### src/design/mer_pkg.sv
`default_nettype none

package mer_pkg;

    typedef struct packed {
        logic               raw_cmd;
        logic signed [15:0] raw_target;
    } in_item_t;

    typedef struct packed {
        logic       steady_cmd;
        logic [7:0] smoothed_target;
        logic [7:0] ramped_value;
        logic       overload;
    } out_item_t;

    typedef struct packed {
        logic [3:0] debounce_ticks;
        logic [7:0] slew_step;
        logic [7:0] overload_level;
    } cfg_t;

    localparam int CFG_INDEX_W = 2;
    localparam int CFG_DATA_W  = 8;

    typedef enum logic [CFG_INDEX_W-1:0] {
        CFG_DEBOUNCE_TICKS = 2'd0,
        CFG_SLEW_STEP      = 2'd1,
        CFG_OVERLOAD_LEVEL = 2'd2
    } cfg_index_t;

    localparam logic [3:0] DEBOUNCE_TICKS_RST = 4'd2;
    localparam logic [7:0] SLEW_STEP_RST      = 8'd5;
    localparam logic [7:0] OVERLOAD_LEVEL_RST = 8'd230;

    localparam logic [7:0] SAMPLE_MAX = 8'd255;

    // Smoother weights: 3/10 on the new median, 7/10 on the previous output.
    localparam logic [3:0] EMA_NEW_WEIGHT = 4'd3;
    localparam logic [3:0] EMA_OLD_WEIGHT = 4'd7;

    // floor(x / 10) == (x * 1639) >> 14, exact for x up to 10 * 255.
    localparam logic [10:0] DIV10_RECIP = 11'd1639;
    localparam int          DIV10_SHIFT = 14;

endpackage

`default_nettype wire

### src/design/median_ema_ramp_conditioner.sv
// Median / EMA / slew conditioner for one control tick per transfer.
//
// Input channel (in_valid, in_stall, in_data): one transfer per tick, carrying
// a raw command bit and a signed raw target. Output channel (out_valid,
// out_stall, out_data): exactly one result per input transfer, in order.
// Configuration (cfg_we, cfg_index, cfg_data): write debounce_ticks, the slew
// step or overload_level while the block is idle; other indexes are dropped.
//
// Path: an input transfer is held in the input register, then in the result
// register, before it shows on out_data.
// Throughput: one transfer per cycle while out_stall stays low; all state
// updates for an item happen as it moves from the input to the result register.
//
// Reset: clears the debounce state, the sample window, the smoother and the
// ramp to zero, and loads the register defaults (2, 5, 230).
// Stall: a stalled result holds; the input register keeps filling, and
// in_stall rises only while the result is stalled and the input register is full.
`default_nettype none

module median_ema_ramp_conditioner #(
    parameter int WINDOW_LEN = 5
) (
    input  wire logic                                clk,
    input  wire logic                                rst_n,
    input  wire logic                                in_valid,
    output logic                                     in_stall,
    input  wire mer_pkg::in_item_t                   in_data,
    output logic                                     out_valid,
    input  wire logic                                out_stall,
    output mer_pkg::out_item_t                       out_data,
    input  wire logic                                cfg_we,
    input  wire logic [mer_pkg::CFG_INDEX_W-1:0]     cfg_index,
    input  wire logic [mer_pkg::CFG_DATA_W-1:0]      cfg_data
);

    mer_pkg::cfg_t      cfg_reg;
    mer_pkg::in_item_t  s1_data_reg;
    logic               s1_valid_reg;
    mer_pkg::out_item_t out_data_reg;
    mer_pkg::out_item_t out_data_next;
    logic               out_valid_reg;
    logic               advance;
    logic               step;
    logic               in_take;
    logic               steady_cmd;
    logic [7:0]         median;
    logic [7:0]         smoothed;
    logic [7:0]         ramped;

    always_ff @(posedge clk or negedge rst_n)
    begin
        if (!rst_n)
        begin
            cfg_reg.debounce_ticks <= mer_pkg::DEBOUNCE_TICKS_RST;
            cfg_reg.slew_step      <= mer_pkg::SLEW_STEP_RST;
            cfg_reg.overload_level <= mer_pkg::OVERLOAD_LEVEL_RST;
        end
        else if (cfg_we)
        begin
            unique case (mer_pkg::cfg_index_t'(cfg_index))
                mer_pkg::CFG_DEBOUNCE_TICKS: cfg_reg.debounce_ticks <= cfg_data[3:0];
                mer_pkg::CFG_SLEW_STEP:      cfg_reg.slew_step      <= cfg_data[7:0];
                mer_pkg::CFG_OVERLOAD_LEVEL: cfg_reg.overload_level <= cfg_data[7:0];
                default:                     ;
            endcase
        end
    end

    // Result register moves when empty or taken; the input register moves with it or when empty.
    assign advance  = !out_valid_reg || !out_stall;
    assign step     = s1_valid_reg && advance;
    assign in_stall = s1_valid_reg && !advance;
    assign in_take  = in_valid && !in_stall;

    always_ff @(posedge clk or negedge rst_n)
    begin
        if (!rst_n)
            s1_valid_reg <= 1'b0;
        else if (!s1_valid_reg || advance)
            s1_valid_reg <= in_valid;
    end

    always_ff @(posedge clk)
    begin
        if (in_take)
            s1_data_reg <= in_data;
    end

    mer_debounce u_debounce (
        .clk        (clk),
        .rst_n      (rst_n),
        .step       (step),
        .raw_cmd    (s1_data_reg.raw_cmd),
        .cfg        (cfg_reg),
        .steady_cmd (steady_cmd)
    );

    mer_median #(
        .WINDOW_LEN (WINDOW_LEN)
    ) u_median (
        .clk        (clk),
        .rst_n      (rst_n),
        .step       (step),
        .raw_target (s1_data_reg.raw_target),
        .median     (median)
    );

    mer_smooth u_smooth (
        .clk      (clk),
        .rst_n    (rst_n),
        .step     (step),
        .median   (median),
        .cfg      (cfg_reg),
        .smoothed (smoothed),
        .ramped   (ramped)
    );

    always_comb
    begin
        out_data_next.steady_cmd      = steady_cmd;
        out_data_next.smoothed_target = smoothed;
        out_data_next.ramped_value    = ramped;
        out_data_next.overload        = (ramped > cfg_reg.overload_level);
    end

    always_ff @(posedge clk or negedge rst_n)
    begin
        if (!rst_n)
            out_valid_reg <= 1'b0;
        else if (advance)
            out_valid_reg <= s1_valid_reg;
    end

    always_ff @(posedge clk)
    begin
        if (step)
            out_data_reg <= out_data_next;
    end

    assign out_valid = out_valid_reg;
    assign out_data  = out_data_reg;

endmodule

`default_nettype wire

### src/design/mer_debounce.sv
`default_nettype none

module mer_debounce (
    input  wire logic          clk,
    input  wire logic          rst_n,
    input  wire logic          step,
    input  wire logic          raw_cmd,
    input  wire mer_pkg::cfg_t cfg,
    output logic               steady_cmd
);

    logic       last_seen_reg;
    logic       last_seen_next;
    logic [3:0] count_reg;
    logic [3:0] count_next;
    logic       accepted_reg;
    logic       accepted_next;
    logic [3:0] count_inc;

    assign count_inc = count_reg + 4'd1;

    always_comb
    begin
        last_seen_next = last_seen_reg;
        count_next     = count_reg;
        accepted_next  = accepted_reg;
        if (raw_cmd != accepted_reg)
        begin
            if (raw_cmd == last_seen_reg)
            begin
                count_next = count_inc;
                if (count_inc >= cfg.debounce_ticks)
                begin
                    accepted_next = raw_cmd;
                    count_next    = 4'd0;
                end
            end
            else
            begin
                // restart the run on a fresh edge
                count_next     = 4'd1;
                last_seen_next = raw_cmd;
            end
        end
        else
        begin
            count_next     = 4'd0;
            last_seen_next = raw_cmd;
        end
    end

    always_ff @(posedge clk or negedge rst_n)
    begin
        if (!rst_n)
        begin
            last_seen_reg <= 1'b0;
            count_reg     <= 4'd0;
            accepted_reg  <= 1'b0;
        end
        else if (step)
        begin
            last_seen_reg <= last_seen_next;
            count_reg     <= count_next;
            accepted_reg  <= accepted_next;
        end
    end

    assign steady_cmd = accepted_next;

endmodule

`default_nettype wire

### src/design/mer_median.sv
`default_nettype none

module mer_median #(
    parameter int WINDOW_LEN = 5
) (
    input  wire logic               clk,
    input  wire logic               rst_n,
    input  wire logic               step,
    input  wire logic signed [15:0] raw_target,
    output logic [7:0]              median
);

    localparam int POS_W = $clog2(WINDOW_LEN);
    localparam int MID   = WINDOW_LEN / 2;
    localparam int LAST  = WINDOW_LEN - 1;

    logic [7:0]       win_reg  [WINDOW_LEN];
    logic [7:0]       win_next [WINDOW_LEN];
    logic [POS_W-1:0] rank     [WINDOW_LEN];
    logic [POS_W-1:0] pos_reg;
    logic [POS_W-1:0] pos_next;
    logic [7:0]       sample;

    // Clamp to 0..255: negative goes to zero, anything above a byte saturates.
    always_comb
    begin
        if (raw_target[15])
            sample = 8'd0;
        else if (|raw_target[14:8])
            sample = mer_pkg::SAMPLE_MAX;
        else
            sample = raw_target[7:0];
    end

    assign pos_next = (pos_reg == POS_W'(LAST)) ? '0 : pos_reg + POS_W'(1);

    always_comb
    begin
        for (int i = 0; i < WINDOW_LEN; i++)
            win_next[i] = (pos_reg == POS_W'(i)) ? sample : win_reg[i];
    end

    // Stable rank of each entry; ties break by slot order so ranks are unique.
    always_comb
    begin
        for (int i = 0; i < WINDOW_LEN; i++)
        begin
            rank[i] = '0;
            for (int j = 0; j < WINDOW_LEN; j++)
            begin
                if (j != i)
                begin
                    if ((win_next[j] < win_next[i]) ||
                        ((win_next[j] == win_next[i]) && (j < i)))
                        rank[i] = rank[i] + POS_W'(1);
                end
            end
        end
    end

    always_comb
    begin
        median = 8'd0;
        for (int i = 0; i < WINDOW_LEN; i++)
        begin
            if (rank[i] == POS_W'(MID))
                median = win_next[i];
        end
    end

    always_ff @(posedge clk or negedge rst_n)
    begin
        if (!rst_n)
        begin
            pos_reg <= '0;
            for (int i = 0; i < WINDOW_LEN; i++)
                win_reg[i] <= 8'd0;
        end
        else if (step)
        begin
            pos_reg <= pos_next;
            for (int i = 0; i < WINDOW_LEN; i++)
                win_reg[i] <= win_next[i];
        end
    end

endmodule

`default_nettype wire

### src/design/mer_smooth.sv
`default_nettype none

module mer_smooth (
    input  wire logic          clk,
    input  wire logic          rst_n,
    input  wire logic          step,
    input  wire logic [7:0]    median,
    input  wire mer_pkg::cfg_t cfg,
    output logic [7:0]         smoothed,
    output logic [7:0]         ramped
);

    logic [7:0]  prev_reg;
    logic [7:0]  ramp_reg;
    logic [11:0] weighted;
    logic [21:0] product;
    logic [7:0]  ramp_next;

    assign weighted = {4'b0, median}   * 12'(mer_pkg::EMA_NEW_WEIGHT)
                    + {4'b0, prev_reg} * 12'(mer_pkg::EMA_OLD_WEIGHT);

    // Divide by ten through the reciprocal multiply.
    assign product  = {10'b0, weighted} * 22'(mer_pkg::DIV10_RECIP);
    assign smoothed = product[mer_pkg::DIV10_SHIFT +: 8];

    always_comb
    begin
        if ((smoothed > ramp_reg) && ((smoothed - ramp_reg) > cfg.slew_step))
            ramp_next = ramp_reg + cfg.slew_step;
        else if ((ramp_reg > smoothed) && ((ramp_reg - smoothed) > cfg.slew_step))
            ramp_next = ramp_reg - cfg.slew_step;
        else
            ramp_next = smoothed;
    end

    assign ramped = ramp_next;

    always_ff @(posedge clk or negedge rst_n)
    begin
        if (!rst_n)
        begin
            prev_reg <= 8'd0;
            ramp_reg <= 8'd0;
        end
        else if (step)
        begin
            prev_reg <= smoothed;
            ramp_reg <= ramp_next;
        end
    end

endmodule

`default_nettype wire

### config.mk
export PLATFORM = sky130hd
export DESIGN_NAME = median_ema_ramp_conditioner
export DESIGN_NICKNAME = d
export VERILOG_FILES = /design/src/design/mer_pkg.sv /design/src/design/median_ema_ramp_conditioner.sv /design/src/design/mer_debounce.sv /design/src/design/mer_median.sv /design/src/design/mer_smooth.sv
export SDC_FILE = /design/constraint.sdc
export NUM_CORES = 1
export LEC_CHECK = 0
export BUFFER_PORTS_ARGS = -buffer_cell sky130_fd_sc_hd__buf_2
export CAP_MARGIN = 20
export CORE_MARGIN = 2
export CORE_UTILIZATION = 40
export CTS_CLUSTER_SIZE = 24
export DETAILED_ROUTE_END_ITERATION = 8
export SYNTH_ARGS = -nofsm -noshare
export SYNTH_HDL_FRONTEND = slang
export SYNTH_SLANG_ARGS = --single-unit
export TNS_END_PERCENT = 50
### constraint.sdc
create_clock -name clk -period 39.2 [get_ports clk]
set_input_delay 5.88 -clock clk [delete_from_list [all_inputs] [get_ports clk]]
set_output_delay 5.88 -clock clk [all_outputs]
set_load 0.02 [all_outputs]
Word-level counts from Yosys, hierarchy flattened --
Index checks and enable logic that the tools add are counted.
Cells by class: add/sub/neg operators 22, $mul 3, magnitude comparators 26, equal/unequal tests 24, muxes and demuxes 43, reductions and logical operators 29
Operator list (number):
- $lt A8 B8 Y1 | 20
- $mux W8 | 14
- $eq A8 B8 Y1 | 10
- $mux W3 | 16
- $gt A8 B8 Y1 | 5
- $add A3 B1 Y3 const B | 11
- $sub A8 B8 Y8 | 3
- $mul A12 B11 Y22 const B | 1
- $eq A3 B2 Y1 const B | 7
- $add A10 B11 Y12 | 1
- $logic_or A1 B1 Y1 | 12
- $mux W4 | 3
- $mul A8 B3 Y11 const B | 1
- $add A1 B1 Y2 const B | 5
- $mul A8 B2 Y10 const B | 1
- $mux W1 | 10
- $add A8 B8 Y8 | 1
- $reduce_and A2 Y1 | 4
- $reduce_or A7 Y1 | 1
- $logic_and A1 B1 Y1 | 5
- $logic_not A1 Y1 | 5
- $add A4 B1 Y4 const B | 1
- $ge A4 B4 Y1 | 1
- $eq A3 B1 Y1 const B | 1
- 8 further kinds | 8
Storage, ports and cells: bits in registers 122, input bits 32, output and inout port bits 20, logic and storage cells 169

Logic depth before layout (Yosys ltp) --
word-level depth 27, mapped depth 77, depth with buffers taken out 75

By module --
Synthesis repeated with hierarchy kept, for this count alone.
Second synthesis, totals: cell total of the unflattened synthesis 1497, area total of the unflattened synthesis 13809.5 µm²
Modules (own cells, without submodules):
- mer_smooth | instances 1, cells an instance 709, area each 5997.0 µm², sequential area each 400.4 µm²
- mer_median | instances 1, cells an instance 628, area each 5218.8 µm², sequential area each 1076.0 µm²
- median_ema_ramp_conditioner | instances 1, cells an instance 113, area each 2114.5 µm², sequential area each 1611.5 µm²
- mer_debounce | instances 1, cells an instance 47, area each 479.2 µm², sequential area each 150.1 µm²

Worst setup path before layout --
Ideal clock, no wire load.
kind flip-flop to flip-flop, from reg s1_data_reg[9] (netlist bit), to reg out_data_reg, in the netlist out_data[0] (data pin), arrival time 14.789 ns, data required time 38.946 ns, path slack 24.156 ns, stages on the path, launching flop included 69, clock period less this slack 15.044 ns, cell sequence edfxtp_1 -> nor4_4 -> nand2_1 -> nor2_1 -> or2_2 -> nor2_1 -> a21oi_1 -> ha_1 -> a21oi_1 -> o21ai_0 -> or2_2 -> a311oi_1 -> or2_2 -> o31a_1 -> ha_1 -> xor2_1 -> ha_1 -> nand2b_1 -> (+33 left out) -> o21ai_0 -> nand2_1 -> xor2_1 -> ha_1 -> a21oi_1 -> nor2b_1 -> o311a_1 -> o41ai_2 -> buf_4 -> mux2i_1 -> o21ai_0 -> ha_1 -> nor2b_1 -> o21ai_0 -> nand2b_1 -> a21oi_1 -> o21ai_0 -> o21a_1
RTL lines:
- from (decl) | RTL line median_ema_ramp_conditioner.sv:37 | mer_pkg::in_item_t s1_data_reg;
- from (signal assigned) | RTL line median_ema_ramp_conditioner.sv:86 | s1_data_reg <= in_data;
- to (signal assigned) | RTL line median_ema_ramp_conditioner.sv:137 | out_data_reg <= out_data_next;
- to (decl) | RTL line median_ema_ramp_conditioner.sv:39 | mer_pkg::out_item_t out_data_reg;

==> results.yml <==
yosys:
  synthArstFlopShare_pct: 71.3
  seq_area_frac_synth_pct: 24.2
  synth_seq_cells: 122
  synth-adder-area-share_pct: 29.7
  ys.flop_type: "dfrtp_1"
  synth_top_cell_area_share_pct: 21.6
  synth_top_family_by_area: "adder cells"
  netlist_area_um2: 13400
  synth-simple-area-share_pct: 13.3
  synthesis.nets: 1796
  synth_edf_count: 35
  avgSynthCellArea_um2: 9.05
  synth_xor_area_share_pct: 4.39
  muxShareOfSynthArea_pct: 4.43
  ys_top_cells_by_area: "ha_1 22%, dfrtp_1 15%, fa_1 8.1%"
  synth_top_area_cell: "ha_1"
  synth-compound-area-share_pct: 17.0
  synthDistinctLibCells: 91
  postSynthCellCount: 1479
  ys_warn_count: 0
drt:
  totalWireLength_um: 32600
  met1_length_um: 15900
  wire_per_inst_um: 16.5
  drcViolationCount: 0
  routed.top_layer: "met4"
  dr_wl_met3_um: 1390
  first_iter_violations: 584
  wl_met2_um: 14900
  drtPass1Iterations: 5
  antenna_left: 0
  post_drt_via_cell_ratio: 5.27
  num_vias: 10431
die:
  core_area_um2: 32700
  die_width_um: 187
  fp-row-count: 66
  die_h_um: 187
  ios: 52
  start_util_pct: 40.9
  fp.dieArea_um2: 34900
sta:
  fin_skew_ns: 0.0275
  relSlewSlack_pct: 38.7
  worst_pin_slew_ns: 0.920
  fmax_mhz: 58.9
  drv_slew: 0
  fin_tns_setup_ns: 0
  period_share_pct: 43.3
  setup_viol: 0
  hold_violations: 0
  grt_setup_unrepaired: "no"
  period_minus_slack_ns: 16.99
global_route:
  grt_pass1_vias: 10230
  grt_max_degree: 104
  track_usage_pct: 19.0
  overflow: 0
  grt_pass1_wl_um: 53500
  antenna_found_initial: 1
worst_setup_path:
  critPathLaunchType: "flip-flop"
  path_common_cell: "ha_1"
  slowest_stage: "a21oi_1"
  crit_path_max_fanout: 14
  crit_required_ns: 39.38
  crit_arrival_ns: 17.16
  critPathMaxStageDelay_ns: 0.58
  worstSetupPathType: "reg2reg"
  critPathCaptureType: "flip-flop"
clock_tree:
  postCtsHoldBufs: 0
  cts_tree: "yes"
  root_buffer: "clkbuf_16"
  clk_latency_ns: 0.43
  cts_resized: 0
  cts_setup_buffers: 0
  htreeDepth: 4
  clock-sinks: 122
  clockBufferDepth: 2
  cts_buffers: 17
  path_clk_slew_ns: 0.06
final_layout:
  layout-drive-gt1-share_pct: 11.5
  diodes: 0
  layout_common_cells: "231 x ha_1, 198 x inv_1, 148 x nand2_1"
  layout_commonest_cell: "ha_1"
  nets: 1840
  largest_reg_flops: 40
  syn_to_final_growth_pct: 9.66
placement:
  gp_congestion: 0.918
  dpl.hpwl_um: 26500
  port_buffers: 51
run_status:
  outcome: "complete, no violations"
job:
  max-cap-violations: 0
min_path:
  hold_class: "reg2reg"
-- area by class of cell --
class,count,area (um^2)
Multi-Input combinational cell,1118,9210
Tap cell,442,553
Timing Repair Buffer,65,363
Inverter,199,747
Clock buffer,23,499
Clock inverter,9,63.8
Fill cell,3258,18000
Sequential cell,122,3240
-- worst max-delay path: cells and delay by family (launching register included) --
family | cells | cell delay (ns)
compound gates | 19 | 3.98
xor+xnor | 6 | 1.43
fa+ha+maj | 15 | 5.52
buf+inv | 3 | 0.36
flops | 1 | 0.41
mux | 4 | 1.37
simple gates | 16 | 3.65
-- stage by stage --
stage	utilization (%)	hold slack [ns]	cells	setup WS (ns)	area [um^2]
after global placement	43.1	0.460	1945	22.50	14100
after detailed placement	43.1	0.464	1945	22.13	14100
after floorplan	-	0.442	1479	24.16	13400
after CTS	44.8	0.481	1977	22.07	14700
final	44.9	0.481	1978	22.21	14700
after global routing	44.9	0.502	1978	20.97	14700
-- logic make-up (layout without fill, tap and decap cells) --
family,after synthesis,count (layout)
AOI/OAI and AO/OA,346,346
xor gates and xnor gates,67,67
adders and majority gates,285,285
buffers and inverters,239,296
DFF,122,122
muxes,53,53
and+or+nand+nor,367,367
-- final timing paths --
path	cells after the start	from	slack, ns	endpoint
hold reg to reg	2	u_median.win_reg[6]$_DFFE_PN0P_	0.48	u_median.win_reg[6]$_DFFE_PN0P_
min in group asynchronous	1	rst_n	5.38	u_debounce.last_seen_reg$_DFFE_PN0P_
setup / recovery	63	s1_data_reg[9]$_DFFE_PP_	22.21	out_data[0]$_DFFE_PP_
max in group asynchronous	2	rst_n	32.68	u_smooth.prev_reg[1]$_DFFE_PN0P_
hold / removal	2	u_median.win_reg[6]$_DFFE_PN0P_	0.48	u_median.win_reg[6]$_DFFE_PN0P_
setup reg to reg	63	s1_data_reg[9]$_DFFE_PP_	22.21	out_data[0]$_DFFE_PP_
-- Yosys cell counts (4+ instances only) --
master / count
o21ai_1: 9
fa_1: 54
edfxtp_1: 35
nor2b_1: 22
ha_1: 231
o21ai_0: 95
o21bai_1: 5
mux2i_1: 21
a31oi_1: 10
o31a_1: 5
nand3_1: 20
o22ai_1: 9
o211ai_1: 6
o221a_2: 4
inv_1: 198
o21a_1: 15
nor3_1: 9
buf_2: 4
a21oi_1: 92
or3_1: 6
xnor2_1: 47
nand2_1: 149
nand4_1: 18
o221ai_1: 5
nand2b_1: 18
clkbuf_1: 28
nor2_1: 70
mux2_2: 30
xor2_1: 20
a31o_2: 5
a211o_1: 6
dfrtp_1: 79
and2_1: 13
a21boi_0: 4
and3_1: 5
o31ai_1: 5
nand3b_1: 4
dfstp_2: 8
a21o_1: 31
or2_2: 11
-- metal layers --
layer / vias up / track usage (%)
li1: 5222 / -
met5: - / 0
met4: 0 / 4.76
met2: 232 / 30.9
met1: 4948 / 27.0
met3: 29 / 2.29
Power is left out: the tool's default activity adds up to more than one toggle a clock period on the data nets, which glitch-free logic cannot reach.
